==> src/sv/dpes_pkg.sv <==
// Package for the degree preserving edge swap block.
// Holds matrix sizes, field widths, queue depth, command and status codes, payload, queue, memory port and state types.
// No dependencies.
package dpes_pkg;

  // Matrix shape and derived widths.
  localparam int ROWS     = 64;
  localparam int COLS     = 64;
  localparam int CELLS    = ROWS * COLS;
  localparam int ADDR_W   = $clog2(CELLS);

  // Field widths fixed by the interface.
  localparam int IDX_W    = 6;
  localparam int WEIGHT_W = 32;
  localparam int CNT_W    = 24;
  localparam int CMD_W    = 2;
  localparam int STATUS_W = 2;

  // Depth of the queue between the front and the back.
  localparam int Q_DEPTH  = 4;
  localparam int QP_W     = $clog2(Q_DEPTH);
  localparam int QC_W     = $clog2(Q_DEPTH + 1);

  // Command codes.
  localparam logic [CMD_W-1:0] CMD_WRITE = 2'd0;
  localparam logic [CMD_W-1:0] CMD_READ  = 2'd1;
  localparam logic [CMD_W-1:0] CMD_SWAP  = 2'd2;

  // Result status codes.
  localparam logic [STATUS_W-1:0] STATUS_OK     = 2'd0;
  localparam logic [STATUS_W-1:0] STATUS_CLASH  = 2'd1;
  localparam logic [STATUS_W-1:0] STATUS_EDGE   = 2'd2;
  localparam logic [STATUS_W-1:0] STATUS_TARGET = 2'd3;

  // One input request.
  typedef struct packed {
    logic [CMD_W-1:0]           command;
    logic [IDX_W-1:0]           row_a;
    logic [IDX_W-1:0]           row_b;
    logic [IDX_W-1:0]           col_c;
    logic [IDX_W-1:0]           col_d;
    logic                       orientation;
    logic signed [WEIGHT_W-1:0] weight_in;
  } in_item_t;

  // One result request.
  typedef struct packed {
    logic signed [WEIGHT_W-1:0] weight_out;
    logic [STATUS_W-1:0]        status;
    logic [CNT_W-1:0]           swaps_done;
    logic                       target_reached;
  } out_item_t;

  // A classified operation as it travels from the front to the back.
  typedef struct packed {
    logic [CMD_W-1:0]    command;
    logic                range_ok;
    logic                clash;
    logic                vertical;
    logic [ADDR_W-1:0]   addr_ac;
    logic [ADDR_W-1:0]   addr_bd;
    logic [ADDR_W-1:0]   addr_ad;
    logic [ADDR_W-1:0]   addr_bc;
    logic [WEIGHT_W-1:0] weight_in;
  } op_t;

  // Memory port request from the back.
  typedef struct packed {
    logic                we;
    logic [ADDR_W-1:0]   addr;
    logic [WEIGHT_W-1:0] wdata;
  } ram_req_t;

  // Back sequencer states.
  typedef enum logic [3:0] {
    S_IDLE,
    S_DISPATCH,
    S_RD_WAIT,
    S_ISSUE_BD,
    S_ISSUE_AD,
    S_ISSUE_BC,
    S_CHECK,
    S_WR_AD,
    S_WR_BC,
    S_CLR_AC,
    S_CLR_BD,
    S_RESULT
  } state_t;

endpackage

==> src/sv/dpes_front.sv <==
// Front of the edge swap block: accepts requests and classifies them.
// Uses dpes_pkg for the request and operation types.
module dpes_front (
  input  logic              push,
  output logic              full,
  input  dpes_pkg::in_item_t item,
  input  logic              q_full,
  output logic              q_push,
  output dpes_pkg::op_t     q_data
);

  logic range_ac;
  logic range_ad;
  logic range_bc;
  logic range_bd;
  logic idx_clash;

  // Handshake towards the sender follows the queue fill state.
  assign full   = q_full;
  assign q_push = push && !q_full;

  // Range checks on every row and column pair that a swap touches.
  always_comb begin
    range_ac = (int'(item.row_a) < dpes_pkg::ROWS) && (int'(item.col_c) < dpes_pkg::COLS);
    range_ad = (int'(item.row_a) < dpes_pkg::ROWS) && (int'(item.col_d) < dpes_pkg::COLS);
    range_bc = (int'(item.row_b) < dpes_pkg::ROWS) && (int'(item.col_c) < dpes_pkg::COLS);
    range_bd = (int'(item.row_b) < dpes_pkg::ROWS) && (int'(item.col_d) < dpes_pkg::COLS);
  end

  // Rows and columns are compared as node numbers.
  assign idx_clash = (item.row_a == item.row_b) || (item.col_c == item.col_d) ||
                     (item.row_a == item.col_d) || (item.row_b == item.col_c) ||
                     (item.row_a == item.col_c) || (item.row_b == item.col_d);

  // Build the operation with its four cell addresses.
  always_comb begin
    q_data.command   = item.command;
    q_data.range_ok  = range_ac;
    q_data.clash     = idx_clash || !range_ac || !range_ad || !range_bc || !range_bd;
    q_data.vertical  = item.orientation;
    q_data.addr_ac   = dpes_pkg::ADDR_W'(int'(item.row_a) * dpes_pkg::COLS + int'(item.col_c));
    q_data.addr_bd   = dpes_pkg::ADDR_W'(int'(item.row_b) * dpes_pkg::COLS + int'(item.col_d));
    q_data.addr_ad   = dpes_pkg::ADDR_W'(int'(item.row_a) * dpes_pkg::COLS + int'(item.col_d));
    q_data.addr_bc   = dpes_pkg::ADDR_W'(int'(item.row_b) * dpes_pkg::COLS + int'(item.col_c));
    q_data.weight_in = item.weight_in;
  end

endmodule

==> config.mk <==
export PLATFORM = sky130hd
export DESIGN_NAME = dpes_front
export DESIGN_NICKNAME = d
export VERILOG_FILES = /design/src/sv/dpes_pkg.sv /design/src/sv/dpes_front.sv
export SDC_FILE = /design/constraint.sdc
export NUM_CORES = 1
export LEC_CHECK = 0
export BUFFER_PORTS_ARGS = -buffer_cell sky130_fd_sc_hd__buf_2
export CAP_MARGIN = 0
export CORE_ASPECT_RATIO = 0.9
export CORE_MARGIN = 5
export CORE_UTILIZATION = 32
export DETAILED_ROUTE_END_ITERATION = 10
export PLACE_DENSITY = 0.84
export SKIP_LAST_GASP = 1
export SLEW_MARGIN = 20
export SYNTH_ARGS = -nofsm -noshare
export SYNTH_HDL_FRONTEND = slang
export SYNTH_SLANG_ARGS = --single-unit
==> constraint.sdc <==
create_clock -name vclk -period 1.15
set_input_delay 0.0575 -clock vclk [all_inputs]
set_output_delay 0.0575 -clock vclk [all_outputs]
set_load 0.01 [all_outputs]
==> summary by stage, run 1 <==
Global route
Entering global routing, the biggest net connects 6 pins. The wire length of the first global-routing pass is 3.650 mm. The number of global-route vias before repair is 811.

The number of antenna violations at the first check in global routing came to 0. The overall routing resource usage is 9.452%. The global-route congestion overflow total is 0.

Critical path
The launching element type of the critical path is an input pin. The worst setup path is captured at an output port. The arrival time of data at the critical path endpoint is 1190 ps.

The delay of the slowest cell on the worst path is ~520 ps. The critical path endpoint is q_data[81]. The beginning of the critical path is item[55].

The largest individual stage delay along the critical path comes from the cell sky130_fd_sc_hd__or4_1. The worst setup path is of the in -> out kind. The highest fanout seen on the critical path is 4.

The data required time at the worst endpoint is 1090 ps. Walking the worst path, the cells encountered are buf_4, xnor2_2, nand4_1, o22ai_1, or4_1, buf_2.

Timing
For the finished layout, the period the worst path requires is 1249 ps. Dividing the final minimum period by the clock period gives 108.6%. Setup violations remaining at the end of the flow were counted as 1.

Setup repair after global routing could not meet its margin everywhere. The number of max-slew violations in the final report is 0. The hold violation total from the final report is 0. The highest clock frequency the design can meet is around 800 MHz. Once routing completed, OpenROAD measured the worst setup slack at -99.36 ps.

Finish
The share of final-layout standard cells stronger than drive strength 1 is 64.38%. After layout, the clock buffer instance count stands at 0. The final layout contains 209 nets. The post-route standard cell area excluding fillers is 980.9 um^2. The design has 0 sequential cells. The filler-free cell count of the finished design is approximately 190. The post-route core utilization is 31.50%. The synthesis-to-finish area growth is -6.888%. Fill cells in the final layout number 344. Registers take 0 um^2.

0 antenna diodes ended up in the layout.

Detailed routing
The routed wire length per instance is 12.31 um. For this run, design rule violations remaining after detail routing come to 0. The detail route stage leaves a number of antenna-violating nets equal to 0. The ratio of routed vias to standard cells is 4.080. The detailed route wirelength on metal3 is 273 um. The final layout contains routed wiring with a total length of 2.315 mm. After detailed routing, the wire length on met1 is 791 um.

The total length of routed met2 wires is 1.137 mm. Across all layers, the routed design uses 767 vias. The first-iteration detailed-routing DRC count is 5. The highest layer used for signal routing is met4. Before antenna repair, the detailed router went through 4 iterations.

Logic synthesis
The cell count after synthesis came out at 139. The proportion of synthesized chip area in sequential cells is 0%. The library cell with the largest summed area after synthesis is sky130_fd_sc_hd__buf_4.

The portion of synthesized cell area occupied by the leading cell type is 61.28%. Yosys mapped the design onto 10 distinct sky130hd cell types. By instance count, the leading cell after synthesis is sky130_fd_sc_hd__buf_4. The number of nets in the synthesized netlist is 200. The number of warnings printed during yosys synthesis is 0. After synthesis, the mean cell area works out to 7.579 um^2. Yosys attributes the largest share of cell area to sky130_fd_sc_hd__buf_4, sky130_fd_sc_hd__xnor2_1, sky130_fd_sc_hd__nand4_1. The area of the mapped netlist is ~1100 um^2. Ranked by instance count, the synthesized netlist is headed by sky130_fd_sc_hd__buf_4, sky130_fd_sc_hd__xnor2_1, sky130_fd_sc_hd__nand4_1.

Status
The final reports fail on negative setup slack. The flow ran to the end, but the final reports show violations.

Floorplanning
The core box area is 3114 um^2. For this configuration, the core starts out at a cell density of 33.83%. The overall die height is between 60 and 70 um.

Row generation in the floorplan step produced 19 rows. The x dimension of the die is 70.48 um. 148 I/O pins were placed. The full die area is ~4500 um^2.

Placement
The final weighted congestion in routability-driven placement is 0.8586. Summing all placed instances gives a cell area of 965.9 um^2. The HPWL after detailed placement is 2.096 mm. Input and output buffers added on the ports amount to 77. The number of placed instances, taps included, is 188.

The worst slack after detailed placement is -116.0 ps.

Flow run
Across the run, the number of max-cap violations was 0.

Hold path
The class of the tightest hold or removal check is in -> out.

Pwr
The net switching power is 0.2181 mW. For this design the static power due to leakage is 0.5007 nW. The internal portion of the total power is 0.2213 mW. Across the VDD grid, the largest voltage drop is 0.0001096 V. The total power draw is 0.4395 mW. The total power divided by cell area is ~450 nW/um^2.

Of the total power, the share spent switching nets is 49.64%. The sequential share of power is 0%. The share of total power dissipated in the clock network is 0%. Combinational logic is responsible for 100.0% of the overall power.

Clock network
The post-CTS setup-driven buffer insertion count is 0.
[worst min-delay path by stage]
stage	from	end	slack, ps	cells past startpoint
global route	item[17]	q_data[17]	120	0
global placement	item[0]	q_data[0]	120	0
finish	item[1]	q_data[1]	120	0
detailed placement	item[0]	q_data[0]	120	0
floorplan	q_full	q_push	160	1
CTS	item[0]	q_data[0]	120	0
[stage by stage]
| stage | hold slack [ps] | TNS (ps) |
|---|---|---|
| global placement | 115.1 | -77.75 |
| finish | 115.0 | -99.36 |
| floorplan | 161.4 | 0 |
| detailed placement | 115.1 | -116.0 |
| CTS | 115.1 | -107.5 |
| global route | 115.0 | -138.4 |
[power by group through the flow]
stage	logic, mW	registers, mW	clock network (mW)
CTS	0.448	0	0
global route	0.484	0	0
global placement	0.432	0	0
finish	0.439	0	0
detailed placement	0.439	0	0
floorplan	0.438	0	0
[worst max-delay path, delay by kind of cell]
kind                      cells  cell delay (ps)
AOI/OAI and AO/OA             1               80
buffers and inverters         2              300
xor gates and xnor gates      1              130
and+or+nand+nor               2              630
[cells by family (layout without fill, tap and decap cells)]
| family | count (synthesis) | after routing | synth area share, % |
|---|---|---|---|
| compound gates | 2 | 2 | 1.187 |
| buf+inv | 86 | 93 | 61.28 |
| simple gates | 14 | 14 | 7.245 |
| other cells | 1 | 1 | 0.3560 |
| xor+xnor | 36 | 36 | 29.93 |
[cell usage in the layout, fill, tap and decap left out]
| master | count |
|---|---|
| sky130_fd_sc_hd__o22ai_1 | 2 |
| sky130_fd_sc_hd__nand4_1 | 6 |
| sky130_fd_sc_hd__xor2_1 | 4 |
| sky130_fd_sc_hd__conb_1 | 1 |
| sky130_fd_sc_hd__nor2b_1 | 1 |
| sky130_fd_sc_hd__buf_2 | 74 |
| sky130_fd_sc_hd__nand2_1 | 4 |
| sky130_fd_sc_hd__or4_1 | 1 |
| sky130_fd_sc_hd__xnor2_1 | 31 |
| sky130_fd_sc_hd__xnor2_2 | 1 |
| sky130_fd_sc_hd__buf_4 | 19 |
| sky130_fd_sc_hd__nor3_1 | 2 |
[repair_timing]
item	in CTS	in global routing
gates resized for setup	4	0
pin swaps	1	1
hold buffers	0	0
endpoints found under the setup margin	1	1
[area by class of cell]
cell class                 instances  area [um^2]  share of cell area (%)
multi-input combinational         53        415.4                   42.35
tap                               42        52.55                   5.357
timing repair buffer              93        513.0                   52.30
[per-layer routing]
layer / global-route usage [%] / up-vias
met5: 0 / -
met4: 5.502 / 0
met3: 2.937 / 20
met2: 17.17 / 63
met1: 9.550 / 320
li1: - / 364
Note: power is estimated with default switching activity, not from simulation.
==> inputs of run 2 (changes only) <==
ABC_AREA = 1   (was default)
BUFFER_PORTS_ARGS = -buffer_cell sky130_fd_sc_hd__buf_4   (was -buffer_cell sky130_fd_sc_hd__buf_2)
CORE_UTILIZATION = 35   (was 32)
PLACE_DENSITY = default   (was 0.84)
PLACE_DENSITY_LB_ADDON = 0.12   (was default)
==> run 2 against run 1 <==
The run now ends clean. Final cell count grew 41%. Global-route usage up 0.059 points. Flip-flop and latch count is the same. Largest power group unchanged.
==> summary by stage, run 2 <==
Detailed routing
The number of routed nets with antenna violations is 0. After the first detailed-routing iteration, the DRC count stood at 39. The detailed route wirelength on metal3 is 341 um.

The routed wire length per instance is 10.68 um. After detailed routing, the met2 layer carries 1.282 mm of wire. In the routed layout, each cell is associated on average with a via count of 4.041. The number of search-and-repair iterations in the first detailed-routing pass is 4. The via count is approximately 1,100.

The total wire length is 2.840 mm. In the routed design, unresolved DRC markers number 0. The highest layer touched by signal routing is met4. The routed metal-1 wire length is 1.209 mm.

Finish
The filler-free cell count of the finished design is 266. The post-route netlist has a little over a third of its cells at a drive strength greater than 1. The number of antenna diodes in the final layout is 0. The top cell types in the final layout, fill and taps aside, are sky130_fd_sc_hd__nand2_1, sky130_fd_sc_hd__buf_4, sky130_fd_sc_hd__inv_1, sky130_fd_sc_hd__nor2_1, sky130_fd_sc_hd__nand3_1.

There are 0 flip-flops and latches. The sequential cells in the finished layout cover a total of 0 um^2. The synthesis-to-finish area growth is -1.010%.

The layout has 418 filler cells. The layout clock buffer count is 0. Leaving out fill and tap cells, the most frequent cell in the layout is sky130_fd_sc_hd__nand2_1. The net count of the finished layout is 285.

Placement
The count of buffers inserted at the top-level ports is 77. The placed instance count is about 270. Prior to clock tree synthesis, the placed netlist has a worst setup slack of 159.5 ps. The congestion estimate from routability-driven global placement came to 0.8004. The HPWL after detailed placement is 2.455 mm.

Hold path
The class of the tightest hold or removal check is in -> out. Along the worst hold path, the cell count comes to 0.

Logic synthesis
The top cell type by area accounts for 52.12% of the synthesized area. The most common cell in the netlist is sky130_fd_sc_hd__buf_4. Counting distinct cell types in the post-synthesis netlist gives 11. The proportion of synthesized chip area in sequential cells is 0%. Counting every net in the synthesized netlist gives 292. The number of warnings printed during yosys synthesis is 0. The average instance in the mapped netlist occupies 5.362 um^2. By area the synthesized netlist is led by sky130_fd_sc_hd__buf_4, sky130_fd_sc_hd__nand2_1, sky130_fd_sc_hd__inv_1. The library cell with the largest summed area after synthesis is sky130_fd_sc_hd__buf_4. In the synthesized netlist, the number of instances is 231.

By count the netlist is led by sky130_fd_sc_hd__buf_4, sky130_fd_sc_hd__nand2_1, sky130_fd_sc_hd__inv_1. The area of the mapped netlist is roughly 1200 um^2.

Timing
The final clock period utilization by the worst path is between 80% and 90%. The hold violation total from the final report is 0. The highest clock frequency the design can meet is 1017 MHz. The smallest setup slack after layout is around 170 ps. In the final timing run, aggregate negative setup slack is 0 ps.

The count of final setup violators is 0. The final critical delay including setup and external delays is 983.2 ps. The number of max-slew violations in the final report is 0. Setup repair after global routing left no endpoint under its margin.

Critical path
The critical path crosses 9 cells after its start point. Data arrives at the worst endpoint at just over 900 ps. In this run the worst setup path terminates at q_data[81]. Together, buffers and inverters on the worst path number 3. The beginning of the critical path is item[33]. The slowest stage of the critical path is the sky130_fd_sc_hd__o21ai_0 cell.

The launching element type of the critical path is an input pin. The data required time at the worst endpoint is ~1100 ps. The largest single stage delay on the critical path is 220 ps. Along the worst path, the maximum fanout reaches 4. The cell family contributing the most delay on the critical path is simple AND/OR/NAND/NOR gates.

The critical path goes through buf_4, inv_1, o21ai_0, nor2_1, nand3_1, nand2_1, nor2_1, nand2_1, buf_4. The setup path with the least slack is of type in -> out. The type of destination of the critical path is an output port.

Pwr
In this run the static leakage power is 0.8195 nW. Across the VDD grid, the largest voltage drop is 0.0001188 V. The total power divided by cell area is 403.2 nW/um^2.

Floorplanning
The overall die height is roughly 66 um. The effective utilization at floorplan is 36.40%. The die covers roughly 4800 um^2. During I/O placement, the number of pins put on the boundary was around 150. The core box area is approximately 3400 um^2. Measured along the x axis, the die boundary spans around 73 um. In this run the core area contains 20 standard-cell rows.

Status
The run finished with clean final reports.

Flow run
Max-cap violations in this run came to 0.

Clock network
The number of hold buffers added after CTS was 0. Post-CTS repair changed the size of 0 cells. Once the clock tree was built, the setup fixing pass inserted 0 buffers.

Global route
The overall routing resource usage is a little under a tenth. The first global-routing pass estimated around 3.9 mm of wire. The global-route congestion overflow total is 0. The number of global-route vias before repair is between 800 and 900.

The number of antenna violations at the first check in global routing was 0. Entering global routing, the biggest net connects 9 pins.
-- run 2: cell count changes after synthesis, sizes merged, moves of 6 or more --
cell   before  now
nand4       6    0
nand3       0    6
nor2        0   18
xnor2      32    0
o21ai       0    8
nand2       4   79
inv         0   26
-- run 2: cell families after synthesis --
logic type	Yosys count	synth area share, %
AO/OA/AOI/OAI	10	4.342
other	1	0.3027
AND/OR/NAND/NOR	103	31.82
buffers and inverters	112	60.00
XOR/XNOR	5	3.535
-- run 2: layout make-up --
cell class / count / area (um^2) / share of cell area, %
Inverter: 26 / 97.59 / 7.959
Tap cell: 44 / 55.05 / 4.490
Timing Repair Buffer: 77 / 578.1 / 47.14
Multi-Input combinational cell: 119 / 495.5 / 40.41
-- run 2: layer usage --
layer | track usage, % | vias to the layer above
li1 | - | 582
met1 | 13.33 | 432
met2 | 15.54 | 57
met3 | 1.672 | 4
met4 | 0.9217 | 0
met5 | 0 | -
-- run 2: where the power goes --
| group | internal, mW | switching (mW) | total, mW | leakage [nW] |
|---|---|---|---|---|
| registers | 0 | 0 | 0 | 0 |
| logic | 0.237 | 0.257 | 0.494 | 0.820 |
| clock network | 0 | 0 | 0 | 0 |
| total | 0.237 | 0.257 | 0.494 | 0.820 |
-- run 2: worst min-delay path by stage --
stage,start,endpoint,slack (ps)
finish,item[10],q_data[10],120
global route,item[16],q_data[16],120
CTS,item[11],q_data[11],120
detailed placement,item[11],q_data[11],120
global placement,item[11],q_data[11],120
floorplan,q_full,q_push,160
-- run 2: stage by stage --
step / total power, mW / area [um^2] / utilization (%) / hold WS, ps
floorplan: 0.4566 / 1239 / - / 162.5
global placement: 0.5049 / 1226 / 36.03 / 115.1
detailed placement: 0.5027 / 1226 / 36.03 / 115.1
CTS: 0.5043 / 1226 / 36.03 / 115.1
global route: 0.5483 / 1226 / 36.03 / 115.0
finish: 0.4944 / 1226 / 36.03 / 115.0
