**src/sv/dpes_pkg.sv**
```systemverilog
// Package for the degree preserving edge swap block.
// Holds matrix sizes, field widths, queue depth, command and status codes, payload, queue, memory port and state types.
// No dependencies.
package dpes_pkg;

  // Matrix shape and derived widths.
  localparam int ROWS     = 64;
  localparam int COLS     = 64;
  localparam int CELLS    = ROWS * COLS;
  localparam int ADDR_W   = $clog2(CELLS);

  // Field widths fixed by the interface.
  localparam int IDX_W    = 6;
  localparam int WEIGHT_W = 32;
  localparam int CNT_W    = 24;
  localparam int CMD_W    = 2;
  localparam int STATUS_W = 2;

  // Depth of the queue between the front and the back.
  localparam int Q_DEPTH  = 4;
  localparam int QP_W     = $clog2(Q_DEPTH);
  localparam int QC_W     = $clog2(Q_DEPTH + 1);

  // Command codes.
  localparam logic [CMD_W-1:0] CMD_WRITE = 2'd0;
  localparam logic [CMD_W-1:0] CMD_READ  = 2'd1;
  localparam logic [CMD_W-1:0] CMD_SWAP  = 2'd2;

  // Result status codes.
  localparam logic [STATUS_W-1:0] STATUS_OK     = 2'd0;
  localparam logic [STATUS_W-1:0] STATUS_CLASH  = 2'd1;
  localparam logic [STATUS_W-1:0] STATUS_EDGE   = 2'd2;
  localparam logic [STATUS_W-1:0] STATUS_TARGET = 2'd3;

  // One input request.
  typedef struct packed {
    logic [CMD_W-1:0]           command;
    logic [IDX_W-1:0]           row_a;
    logic [IDX_W-1:0]           row_b;
    logic [IDX_W-1:0]           col_c;
    logic [IDX_W-1:0]           col_d;
    logic                       orientation;
    logic signed [WEIGHT_W-1:0] weight_in;
  } in_item_t;

  // One result request.
  typedef struct packed {
    logic signed [WEIGHT_W-1:0] weight_out;
    logic [STATUS_W-1:0]        status;
    logic [CNT_W-1:0]           swaps_done;
    logic                       target_reached;
  } out_item_t;

  // A classified operation as it travels from the front to the back.
  typedef struct packed {
    logic [CMD_W-1:0]    command;
    logic                range_ok;
    logic                clash;
    logic                vertical;
    logic [ADDR_W-1:0]   addr_ac;
    logic [ADDR_W-1:0]   addr_bd;
    logic [ADDR_W-1:0]   addr_ad;
    logic [ADDR_W-1:0]   addr_bc;
    logic [WEIGHT_W-1:0] weight_in;
  } op_t;

  // Memory port request from the back.
  typedef struct packed {
    logic                we;
    logic [ADDR_W-1:0]   addr;
    logic [WEIGHT_W-1:0] wdata;
  } ram_req_t;

  // Back sequencer states.
  typedef enum logic [3:0] {
    S_IDLE,
    S_DISPATCH,
    S_RD_WAIT,
    S_ISSUE_BD,
    S_ISSUE_AD,
    S_ISSUE_BC,
    S_CHECK,
    S_WR_AD,
    S_WR_BC,
    S_CLR_AC,
    S_CLR_BD,
    S_RESULT
  } state_t;

endpackage

```
**src/sv/dpes_queue.sv**
```systemverilog
// Short queue of classified operations between the front and the back.
// Uses dpes_pkg for the operation type and the queue depth.
module dpes_queue (
  input  logic          clk,
  input  logic          rst,
  input  logic          push,
  input  dpes_pkg::op_t push_data,
  output logic          full,
  input  logic          pop,
  output dpes_pkg::op_t pop_data,
  output logic          empty
);

  dpes_pkg::op_t                entries [dpes_pkg::Q_DEPTH];
  logic [dpes_pkg::QP_W-1:0]    wr_ptr;
  logic [dpes_pkg::QP_W-1:0]    rd_ptr;
  logic [dpes_pkg::QC_W-1:0]    fill;
  logic                         do_push;
  logic                         do_pop;

  assign full     = (fill == dpes_pkg::QC_W'(dpes_pkg::Q_DEPTH));
  assign empty    = (fill == '0);
  assign do_push  = push && !full;
  assign do_pop   = pop && !empty;
  assign pop_data = entries[rd_ptr];

  // Pointer and fill bookkeeping.
  always_ff @(posedge clk) begin
    if (rst) begin
      wr_ptr <= '0;
      rd_ptr <= '0;
      fill   <= '0;
    end else begin
      if (do_push) begin
        wr_ptr <= (wr_ptr == dpes_pkg::QP_W'(dpes_pkg::Q_DEPTH - 1)) ? '0 : wr_ptr + 1'b1;
      end
      if (do_pop) begin
        rd_ptr <= (rd_ptr == dpes_pkg::QP_W'(dpes_pkg::Q_DEPTH - 1)) ? '0 : rd_ptr + 1'b1;
      end
      if (do_push && !do_pop) begin
        fill <= fill + 1'b1;
      end else if (do_pop && !do_push) begin
        fill <= fill - 1'b1;
      end
    end
  end

  // Entry storage needs no reset.
  always_ff @(posedge clk) begin
    if (do_push) begin
      entries[wr_ptr] <= push_data;
    end
  end

endmodule

```
**config.mk**
```make
export PLATFORM = sky130hd
export DESIGN_NAME = dpes_queue
export DESIGN_NICKNAME = d
export VERILOG_FILES = /design/src/sv/dpes_pkg.sv /design/src/sv/dpes_queue.sv
export SDC_FILE = /design/constraint.sdc
export NUM_CORES = 1
export LEC_CHECK = 0
export ABC_AREA = 1
export BUFFER_PORTS_ARGS = -buffer_cell sky130_fd_sc_hd__buf_4
export CAP_MARGIN = 30
export CORE_ASPECT_RATIO = 1.4
export CORE_UTILIZATION = 57
export DETAILED_ROUTE_END_ITERATION = 8
export PLACE_DENSITY_LB_ADDON = 0.15
export SYNTH_ARGS = -nofsm -noshare
export SYNTH_HDL_FRONTEND = slang
export SYNTH_SLANG_ARGS = --single-unit
```
**constraint.sdc**
```tcl
create_clock -name clk -period 6.8 [get_ports clk]
set_input_delay 0.68 -clock clk [delete_from_list [all_inputs] [get_ports clk]]
set_output_delay 0.68 -clock clk [all_outputs]
set_load 0.01 [all_outputs]
```
==> results of run 1 <==
-- metal layers --
| metal | GRT usage, % | part of all wire (%) | wire (um) |
|---|---|---|---|
| met3 | 3.94 | 6.1 | 1590 |
| met5 | 0 | 0 | 0 |
| met4 | 9.16 | 3.0 | 787 |
| met2 | 37.2 | 50 | 13100 |
| met1 | 30.0 | 41 | 10700 |
-- flip-flops by register name, indices dropped and copies added (netlist names), named ones only --
register  count
wr_ptr        2
entries     340
rd_ptr        2
fill          3
-- synthesized netlist by cell type --
master,number,area [um^2]
sky130_fd_sc_hd__inv_4,1,6.26
sky130_fd_sc_hd__a21oi_1,2,10.0
sky130_fd_sc_hd__nand2_1,14,52.6
sky130_fd_sc_hd__fa_1,1,20.0
sky130_fd_sc_hd__clkbuf_1,38,143
sky130_fd_sc_hd__nor2_1,187,702
sky130_fd_sc_hd__edfxtp_1,340,10200
sky130_fd_sc_hd__buf_6,12,135
sky130_fd_sc_hd__nand3_1,1,5.00
sky130_fd_sc_hd__xor2_1,1,8.76
sky130_fd_sc_hd__nand3b_1,2,15.0
sky130_fd_sc_hd__ha_1,6,75.1
sky130_fd_sc_hd__nand4_1,1,6.26
sky130_fd_sc_hd__inv_1,16,60.1
sky130_fd_sc_hd__buf_4,2,15.0
sky130_fd_sc_hd__inv_2,1,3.75
sky130_fd_sc_hd__o21ai_1,23,115
sky130_fd_sc_hd__buf_2,2,10.0
sky130_fd_sc_hd__o21ai_0,148,741
sky130_fd_sc_hd__o22ai_1,85,532
sky130_fd_sc_hd__dfxtp_1,9,180
sky130_fd_sc_hd__buf_12,1,20.0
-- layout make-up --
cell class / instances / area (um^2)
clock buffers: 40 / 810
clock inverters: 16 / 126
fillers: 1549 / 7060
inverters: 18 / 70.1
multi-input cells: 471 / 2310
flip-flops and latches: 349 / 10400
well taps: 301 / 377
repair buffers: 183 / 1370
-- worst reg2reg max path, stage by stage (launching register included) --
cell and delay [ns]:
sky130_fd_sc_hd__dfxtp_1 0.39, sky130_fd_sc_hd__nor2_1 0.08, sky130_fd_sc_hd__nand2_1 0.12, sky130_fd_sc_hd__nand2_1 0.30, sky130_fd_sc_hd__nor2_4 0.82, sky130_fd_sc_hd__buf_4 0.86
-- report_power, final --
group	switching, mW	total, mW	leakage (nW)	internal (mW)
combinational	1.08	1.76	1.77	0.688
sequential	0.0954	2.72	3.19	2.62
clock	0.712	1.62	0.460	0.910
-- cells in the final DEF, fill, tap and decap left out --
| cell type | instances |
|---|---|
| sky130_fd_sc_hd__clkbuf_1 | 9 |
| sky130_fd_sc_hd__clkinvlp_4 | 1 |
| sky130_fd_sc_hd__o21ai_1 | 23 |
| sky130_fd_sc_hd__dfxtp_1 | 7 |
| sky130_fd_sc_hd__fa_1 | 1 |
| sky130_fd_sc_hd__nand2_1 | 14 |
| sky130_fd_sc_hd__buf_4 | 183 |
| sky130_fd_sc_hd__nand3_1 | 1 |
| sky130_fd_sc_hd__bufinv_16 | 2 |
| sky130_fd_sc_hd__inv_4 | 1 |
| sky130_fd_sc_hd__dfxtp_2 | 1 |
| sky130_fd_sc_hd__inv_2 | 1 |
| sky130_fd_sc_hd__o21ai_0 | 148 |
| sky130_fd_sc_hd__clkinv_2 | 8 |
| sky130_fd_sc_hd__nor2_4 | 4 |
| sky130_fd_sc_hd__xor2_1 | 1 |
| sky130_fd_sc_hd__nor2_1 | 183 |
| sky130_fd_sc_hd__edfxtp_1 | 340 |
| sky130_fd_sc_hd__nand4_1 | 1 |
| sky130_fd_sc_hd__ha_1 | 6 |
| sky130_fd_sc_hd__inv_1 | 16 |
| sky130_fd_sc_hd__clkbuf_16 | 31 |
| sky130_fd_sc_hd__o22ai_1 | 85 |
| sky130_fd_sc_hd__dfxtp_4 | 1 |
| sky130_fd_sc_hd__a21oi_1 | 2 |
| sky130_fd_sc_hd__nand3b_1 | 2 |
| sky130_fd_sc_hd__clkinv_1 | 5 |
-- logic make-up (layout without fill, tap and decap cells) --
group | Yosys count | after routing | share of synthesized area, %
AO/OA/AOI/OAI | 258 | 258 | 10.7
XOR/XNOR | 1 | 1 | 0.0670
adder cells (fa/ha/maj) | 7 | 7 | 0.728
buffers and inverters | 73 | 257 | 3.01
flip-flops | 349 | 349 | 79.5
AND/OR/NAND/NOR | 205 | 205 | 5.98
-- stage by stage --
stage          worst slack (ns)  total power [mW]  std cells  hold WS (ns)  instance area [um^2]
3_5_place_dp               3.40              4.54       1322         0.523                 14500
3_3_place_gp               3.43              4.51       1322         0.514                 14500
5_1_grt                    2.54              6.40       1378         0.275                 15500
6_report                   2.82              6.11       1378         0.294                 15500
2_1_floorplan              1.90              3.77        893         0.483                 13100
4_1_cts                    2.77              6.15       1378         0.269                 15500
-- final timing paths --
check	cells past startpoint	from	to
setup / recovery	5	flop	pop_data[28]
hold / removal	2	rst	fill[0]
setup reg to reg	5	fill[0]	entries[1][58]
hold reg to reg	2	rd_ptr[1]	flop
==> insert_results.sql, run 1 <==
INSERT INTO impl_metrics (metric_group, metric, value, unit) VALUES
('run_status', 'run_status', 'finished, final reports clean', ''),
('clock_network', 'post_cts_resize_count', '0', ''),
('clock_network', 'cts_clk_pin_slew_worst_paths', '0.07', 'ns'),
('synth', 'postSynthRegisterBits', '349', ''),
('detailed_routing', 'wl_per_cell', '19.0', 'um'),
('floorplanning', 'die_y', '181', 'um'),
('timing', 'grt_setup_unrepaired', 'no', ''),
('detailed_routing', 'vias_per_cell', '5.74', ''),
('worst_setup_path', 'cp_slowest_stage_delay', '0.82', 'ns'),
('global_route', 'grt_antenna_before_repair', '0', ''),
('detailed_routing', 'detail_route.iter0.violations', '654', ''),
('worst_setup_path', 'cp.buffers_inverters', '3', ''),
('synth', 'syn-cell-area', '13100', 'um^2'),
('worst_setup_path', 'cp_top_family', 'buffers and inverters', ''),
('timing', 'finalHoldViolCount', '0', ''),
('timing', 'final.setup_skew', '0.00547', 'ns'),
('clock_network', 'cts_max_path_buffers', '3', ''),
('timing', 'finalCritPeriodShare', '58.5', '%'),
('cells_and_area', 'layout-drive-gt1-share', '21.6', '%'),
('pwr', 'power.ir.vdd_worst', '0.000345', 'V'),
('clock_network', 'post_cts.repair.setup_buffers', '0', ''),
('timing', 'setup_viol', '0', ''),
('global_route', 'grt_start_max_net_pins', '101', ''),
('worst_setup_path', 'worstPathMaxFanout', '100', ''),
('pwr', 'leakagePower', '5.42', 'nW'),
('floorplanning', 'floorplan.die_area', '23500', 'um^2'),
('clock_network', 'htreeDepth', '1', ''),
('synth', 'number_of_distinct_library_cells_after_synthesis', '22', ''),
('synth', 'synth.net_count', '989', ''),
('worst_setup_path', 'required', '6.12', 'ns'),
('run', 'max-cap-violations', '0', ''),
('detailed_routing', 'drc_errors', '0', ''),
('timing', 'max_transition_margin', '33.7', '%'),
('worst_setup_path', 'setup.reg_to_reg.worst_slack', '3.78', 'ns'),
('cells_and_area', 'number_of_diodes', '0', ''),
('worst_setup_path', 'arrival', '3.30', 'ns'),
('timing', 'final.setup.tns', '0', 'ns'),
('detailed_routing', 'drt-total-wl', '26.2', 'mm'),
('clock_network', 'clock-root-buffer', 'sky130_fd_sc_hd__clkbuf_16', ''),
('worst_setup_path', 'cp_slowest_cell', 'sky130_fd_sc_hd__inv_4', ''),
('timing', 'final_max_slew_viol_count', '0', ''),
('global_route', 'remaining_overflow_grt', '0', ''),
('timing', 'period_minus_slack', '3.98', 'ns'),
('clock_network', 'cts_num_sinks', '349', ''),
('detailed_routing', 'num_vias', '7906', ''),
('worst_setup_path', 'criticalPathCategory', 'reg2out', ''),
('pwr', 'powerDensity', '395', 'nW/um^2'),
('cells_and_area', 'area.growth.synth_to_final', '18.4', '%'),
('worst_setup_path', 'cp-start-kind', 'flop', ''),
('placement', 'place_congestion', '0.742', ''),
('cells_and_area', 'fin_nets', '1149', ''),
('worst_setup_path', 'path_cells', 'inv_4, buf_4, o21ai_0, o22ai_1, buf_4', ''),
('floorplanning', 'core_region_area', '22500', 'um^2'),
('worst_setup_path', 'cell_repeated_most_along_the_worst_path', 'sky130_fd_sc_hd__buf_4', ''),
('timing', 'max_slew.worst_pin.slew', '0.994', 'ns'),
('global_route', 'first_global_vias', '7777', ''),
('global_route', 'grt_pass1_wl', '40.1', 'mm'),
('floorplanning', 'fp-row-count', '65', ''),
('synth', 'synthesis.yosys.warnings', '0', ''),
('clock_network', 'cts_inserted_buffers', '30', ''),
('synth', 'syn_inst', '893', ''),
('synth', 'synth_sequential_area_ratio', '79.5', '%'),
('global_route', 'grt_util_all_layers', '22.6', '%'),
('placement', 'port_buffers', '175', ''),
('synth', 'syn_area_per_cell', '14.6', 'um^2'),
('clock_network', 'worstSkewPairLatency', '0.55', 'ns'),
('floorplanning', 'dieWidth', '130', 'um'),
('detailed_routing', 'postRouteAntennaNets', '0', ''),
('detailed_routing', 'detailedRoute.firstPassIterationCount', '4', ''),
('timing', 'max_freq', '0.251', 'GHz'),
('floorplanning', 'io_pins', '176', ''),
('clock_network', 'ctsHoldBuffers', '0', ''),
('worst_setup_path', 'critical_path.endpoint_type', 'output port', ''),
('worst_hold_path', 'min-delay-path-class', 'in2reg', ''),
('cells_and_area', 'finalCoreUtilization', '68.6', '%'),
('placement', 'dpl.hpwl', '14.1', 'mm'),
('clock_network', 'tritoncts', 'done', ''),
('floorplanning', 'initial_core_util', '58.0', '%');
(Power assumes the default switching activity.)
==> inputs of run 2 (changes only) <==
- clock period: 6.8 -> 3.9 ns (I/O delays scaled with it)
==> run 2 against run 1 <==
Global-route usage rose by 0.14 points. Total power rose by 77%. Critical endpoint is now pop_data[31]. Clock skew rose by 0.0038 ns. Clock power rose by 82%. Highest routed layer unchanged. Sequential share of layout area fell by 0.77 points. Final area rose by 1.2%. Largest cell class unchanged.
==> insert_results.sql, run 2 (synthesis results as in run 1) <==
INSERT INTO impl_metrics (metric_group, metric, value, unit) VALUES
('detailed_routing', 'vias_per_cell', '5.66', ''),
('cells_and_area', 'finalInstanceArea', '15600', 'um^2'),
('global_route', 'first_global_vias', '7612', ''),
('timing', 'setup_viol', '0', ''),
('clock_network', 'tritoncts', 'done', ''),
('detailed_routing', 'postRouteAntennaNets', '0', ''),
('cells_and_area', 'largest_register_ff_count', '340', ''),
('timing', 'period_minus_slack', '3.30', 'ns'),
('cells_and_area', 'registers.top_by_ff_count', 'entries', ''),
('timing', 'max_transition_margin', '36.9', '%'),
('worst_setup_path', 'required', '3.51', 'ns'),
('worst_hold_path', 'min-delay-path-class', 'in2reg', ''),
('worst_setup_path', 'ff2ff_path_depth', '5', ''),
('clock_network', 'cts_num_sinks', '349', ''),
('timing', 'final.hold.worst_slack', '0.0442', 'ns'),
('placement', 'port_buffers', '175', ''),
('worst_setup_path', 'cp_top_family', 'buffers and inverters', ''),
('worst_setup_path', 'path_cells', 'inv_4, buf_4, o21ai_0, o22ai_1, buf_4', ''),
('worst_setup_path', 'critical_path.endpoint_type', 'output port', ''),
('run', 'max-cap-violations', '0', ''),
('detailed_routing', 'num_vias', '7850', ''),
('clock_network', 'cts_inserted_buffers', '30', ''),
('timing', 'finalHoldViolCount', '0', ''),
('cells_and_area', 'fin_nets', '1156', ''),
('timing', 'finalCritPeriodShare', '84.7', '%'),
('worst_setup_path', 'setup.reg_to_reg.worst_slack', '1.53', 'ns'),
('timing', 'final.setup.tns', '0', 'ns'),
('floorplanning', 'fp-row-count', '65', ''),
('cells_and_area', 'layout-drive-gt1-share', '21.9', '%'),
('clock_network', 'worstSkewPairLatency', '0.54', 'ns'),
('floorplanning', 'die_y', '181', 'um'),
('detailed_routing', 'detailedRoute.firstPassIterationCount', '5', ''),
('worst_hold_path', 'cell_depth_of_the_worst_hold_path', '1', ''),
('placement', 'place_congestion', '0.714', ''),
('clock_network', 'cts_clk_pin_slew_worst_paths', '0.06', 'ns'),
('detailed_routing', 'drt-total-wl', '26.5', 'mm'),
('pwr', 'leakagePower', '5.50', 'nW'),
('global_route', 'remaining_overflow_grt', '0', ''),
('detailed_routing', 'detail_route.iter0.violations', '765', ''),
('worst_setup_path', 'cp_slowest_cell', 'sky130_fd_sc_hd__dfxtp_4', ''),
('worst_setup_path', 'cp.buffers_inverters', '3', ''),
('worst_setup_path', 'cp_slowest_stage_delay', '0.92', 'ns'),
('placement', 'dpl.hpwl', '14.5', 'mm'),
('clock_network', 'htreeDepth', '1', ''),
('worst_setup_path', 'worst-path-stages', '5', ''),
('pwr', 'power', '10.8', 'mW'),
('cells_and_area', 'reg_top3', 'entries (340), fill (3)', ''),
('clock_network', 'cts_max_path_buffers', '3', ''),
('timing', 'max_slew.worst_pin.slew', '0.946', 'ns'),
('timing', 'max_freq', '0.303', 'GHz'),
('floorplanning', 'initial_core_util', '58.0', '%'),
('global_route', 'grt_antenna_before_repair', '1', ''),
('cells_and_area', 'layout_commonest_cell', 'sky130_fd_sc_hd__edfxtp_1', ''),
('detailed_routing', 'wl_per_cell', '19.1', 'um'),
('global_route', 'grt_start_max_net_pins', '86', ''),
('worst_setup_path', 'criticalPathCategory', 'reg2out', ''),
('pwr', 'powerDensity', '691', 'nW/um^2'),
('clock_network', 'clock-root-buffer', 'sky130_fd_sc_hd__clkbuf_16', ''),
('global_route', 'grt_pass1_wl', '40.5', 'mm'),
('placement', 'post_dp_cell_area', '14600', 'um^2'),
('worst_setup_path', 'worstPathMaxFanout', '83', ''),
('global_route', 'grt_util_all_layers', '22.8', '%'),
('floorplanning', 'core_region_area', '22500', 'um^2'),
('run_status', 'run_status', 'finished, final reports clean', ''),
('floorplanning', 'dieWidth', '130', 'um'),
('floorplanning', 'floorplan.die_area', '23500', 'um^2'),
('worst_setup_path', 'cell_repeated_most_along_the_worst_path', 'sky130_fd_sc_hd__buf_4', ''),
('timing', 'final_max_slew_viol_count', '0', ''),
('timing', 'final.setup_skew', '0.00929', 'ns'),
('timing', 'grt_setup_unrepaired', 'no', ''),
('worst_setup_path', 'r2r-start', 'fill[0]', ''),
('worst_setup_path', 'cp-start-kind', 'flop', ''),
('cells_and_area', 'most-common-layout-cells', '340 x sky130_fd_sc_hd__edfxtp_1, 183 x sky130_fd_sc_hd__nor2_1, 183 x sky130_fd_sc_hd__buf_4', ''),
('worst_hold_path', 'min_from', 'push_data[76]', ''),
('floorplanning', 'io_pins', '176', ''),
('detailed_routing', 'drc_errors', '0', ''),
('cells_and_area', 'area.growth.synth_to_final', '19.7', '%'),
('pwr', 'power.ir.vdd_worst', '0.000573', 'V'),
('worst_setup_path', 'arrival', '2.91', 'ns');
## run 2: timing repair
| item | 4_1_cts | 5_1_grt |
|---|---|---|
| hold buffers | 1 | 0 |
| buffers inserted | 0 | 0 |
| endpoints found under the hold margin | 1 | 0 |
| gates resized for setup | 0 | 0 |
## run 2: path summary, 6_finish.rpt
| path | endpoint |
|---|---|
| min | entries[0][76] |
| max reg2reg | entries[0][37] |
| min reg2reg | fill[1] |
| max | pop_data[31] |
## run 2: through the flow
step,instances,util (%),worst slack (ns)
2_1_floorplan,893,-,-0.865
3_3_place_gp,1328,65.0,1.23
3_5_place_dp,1328,65.0,1.17
4_1_cts,1385,69.4,0.551
5_1_grt,1386,69.4,0.315
6_report,1386,69.4,0.595
## run 2: layout make-up
| cell class | instances | area (um^2) |
|---|---|---|
| diodes | 1 | 2.50 |
| well taps | 301 | 377 |
| clock buffers | 40 | 810 |
| repair buffers | 190 | 1500 |
| inverters | 18 | 70.1 |
| clock inverters | 16 | 174 |
| flip-flops and latches | 349 | 10400 |
| multi-input cells | 471 | 2310 |
| fillers | 1525 | 6880 |
## run 2: per-layer routing
layer | GRT usage (%) | wire length (um) | part of all wire [%] | vias up
met1 | 30.9 | 10900 | 41 | 3863
met2 | 37.6 | 13200 | 50 | 266
met4 | 7.49 | 747 | 2.8 | 0
li1 | - | - | - | 3675
met5 | 0 | 0 | 0 | -
met3 | 3.73 | 1660 | 6.3 | 46
## run 2: where the power goes
part / internal, mW / leakage, nW / switching (mW)
Combinational: 1.24 / 1.83 / 1.88
Sequential: 4.57 / 3.19 / 0.179
Clock: 1.72 / 0.476 / 1.23
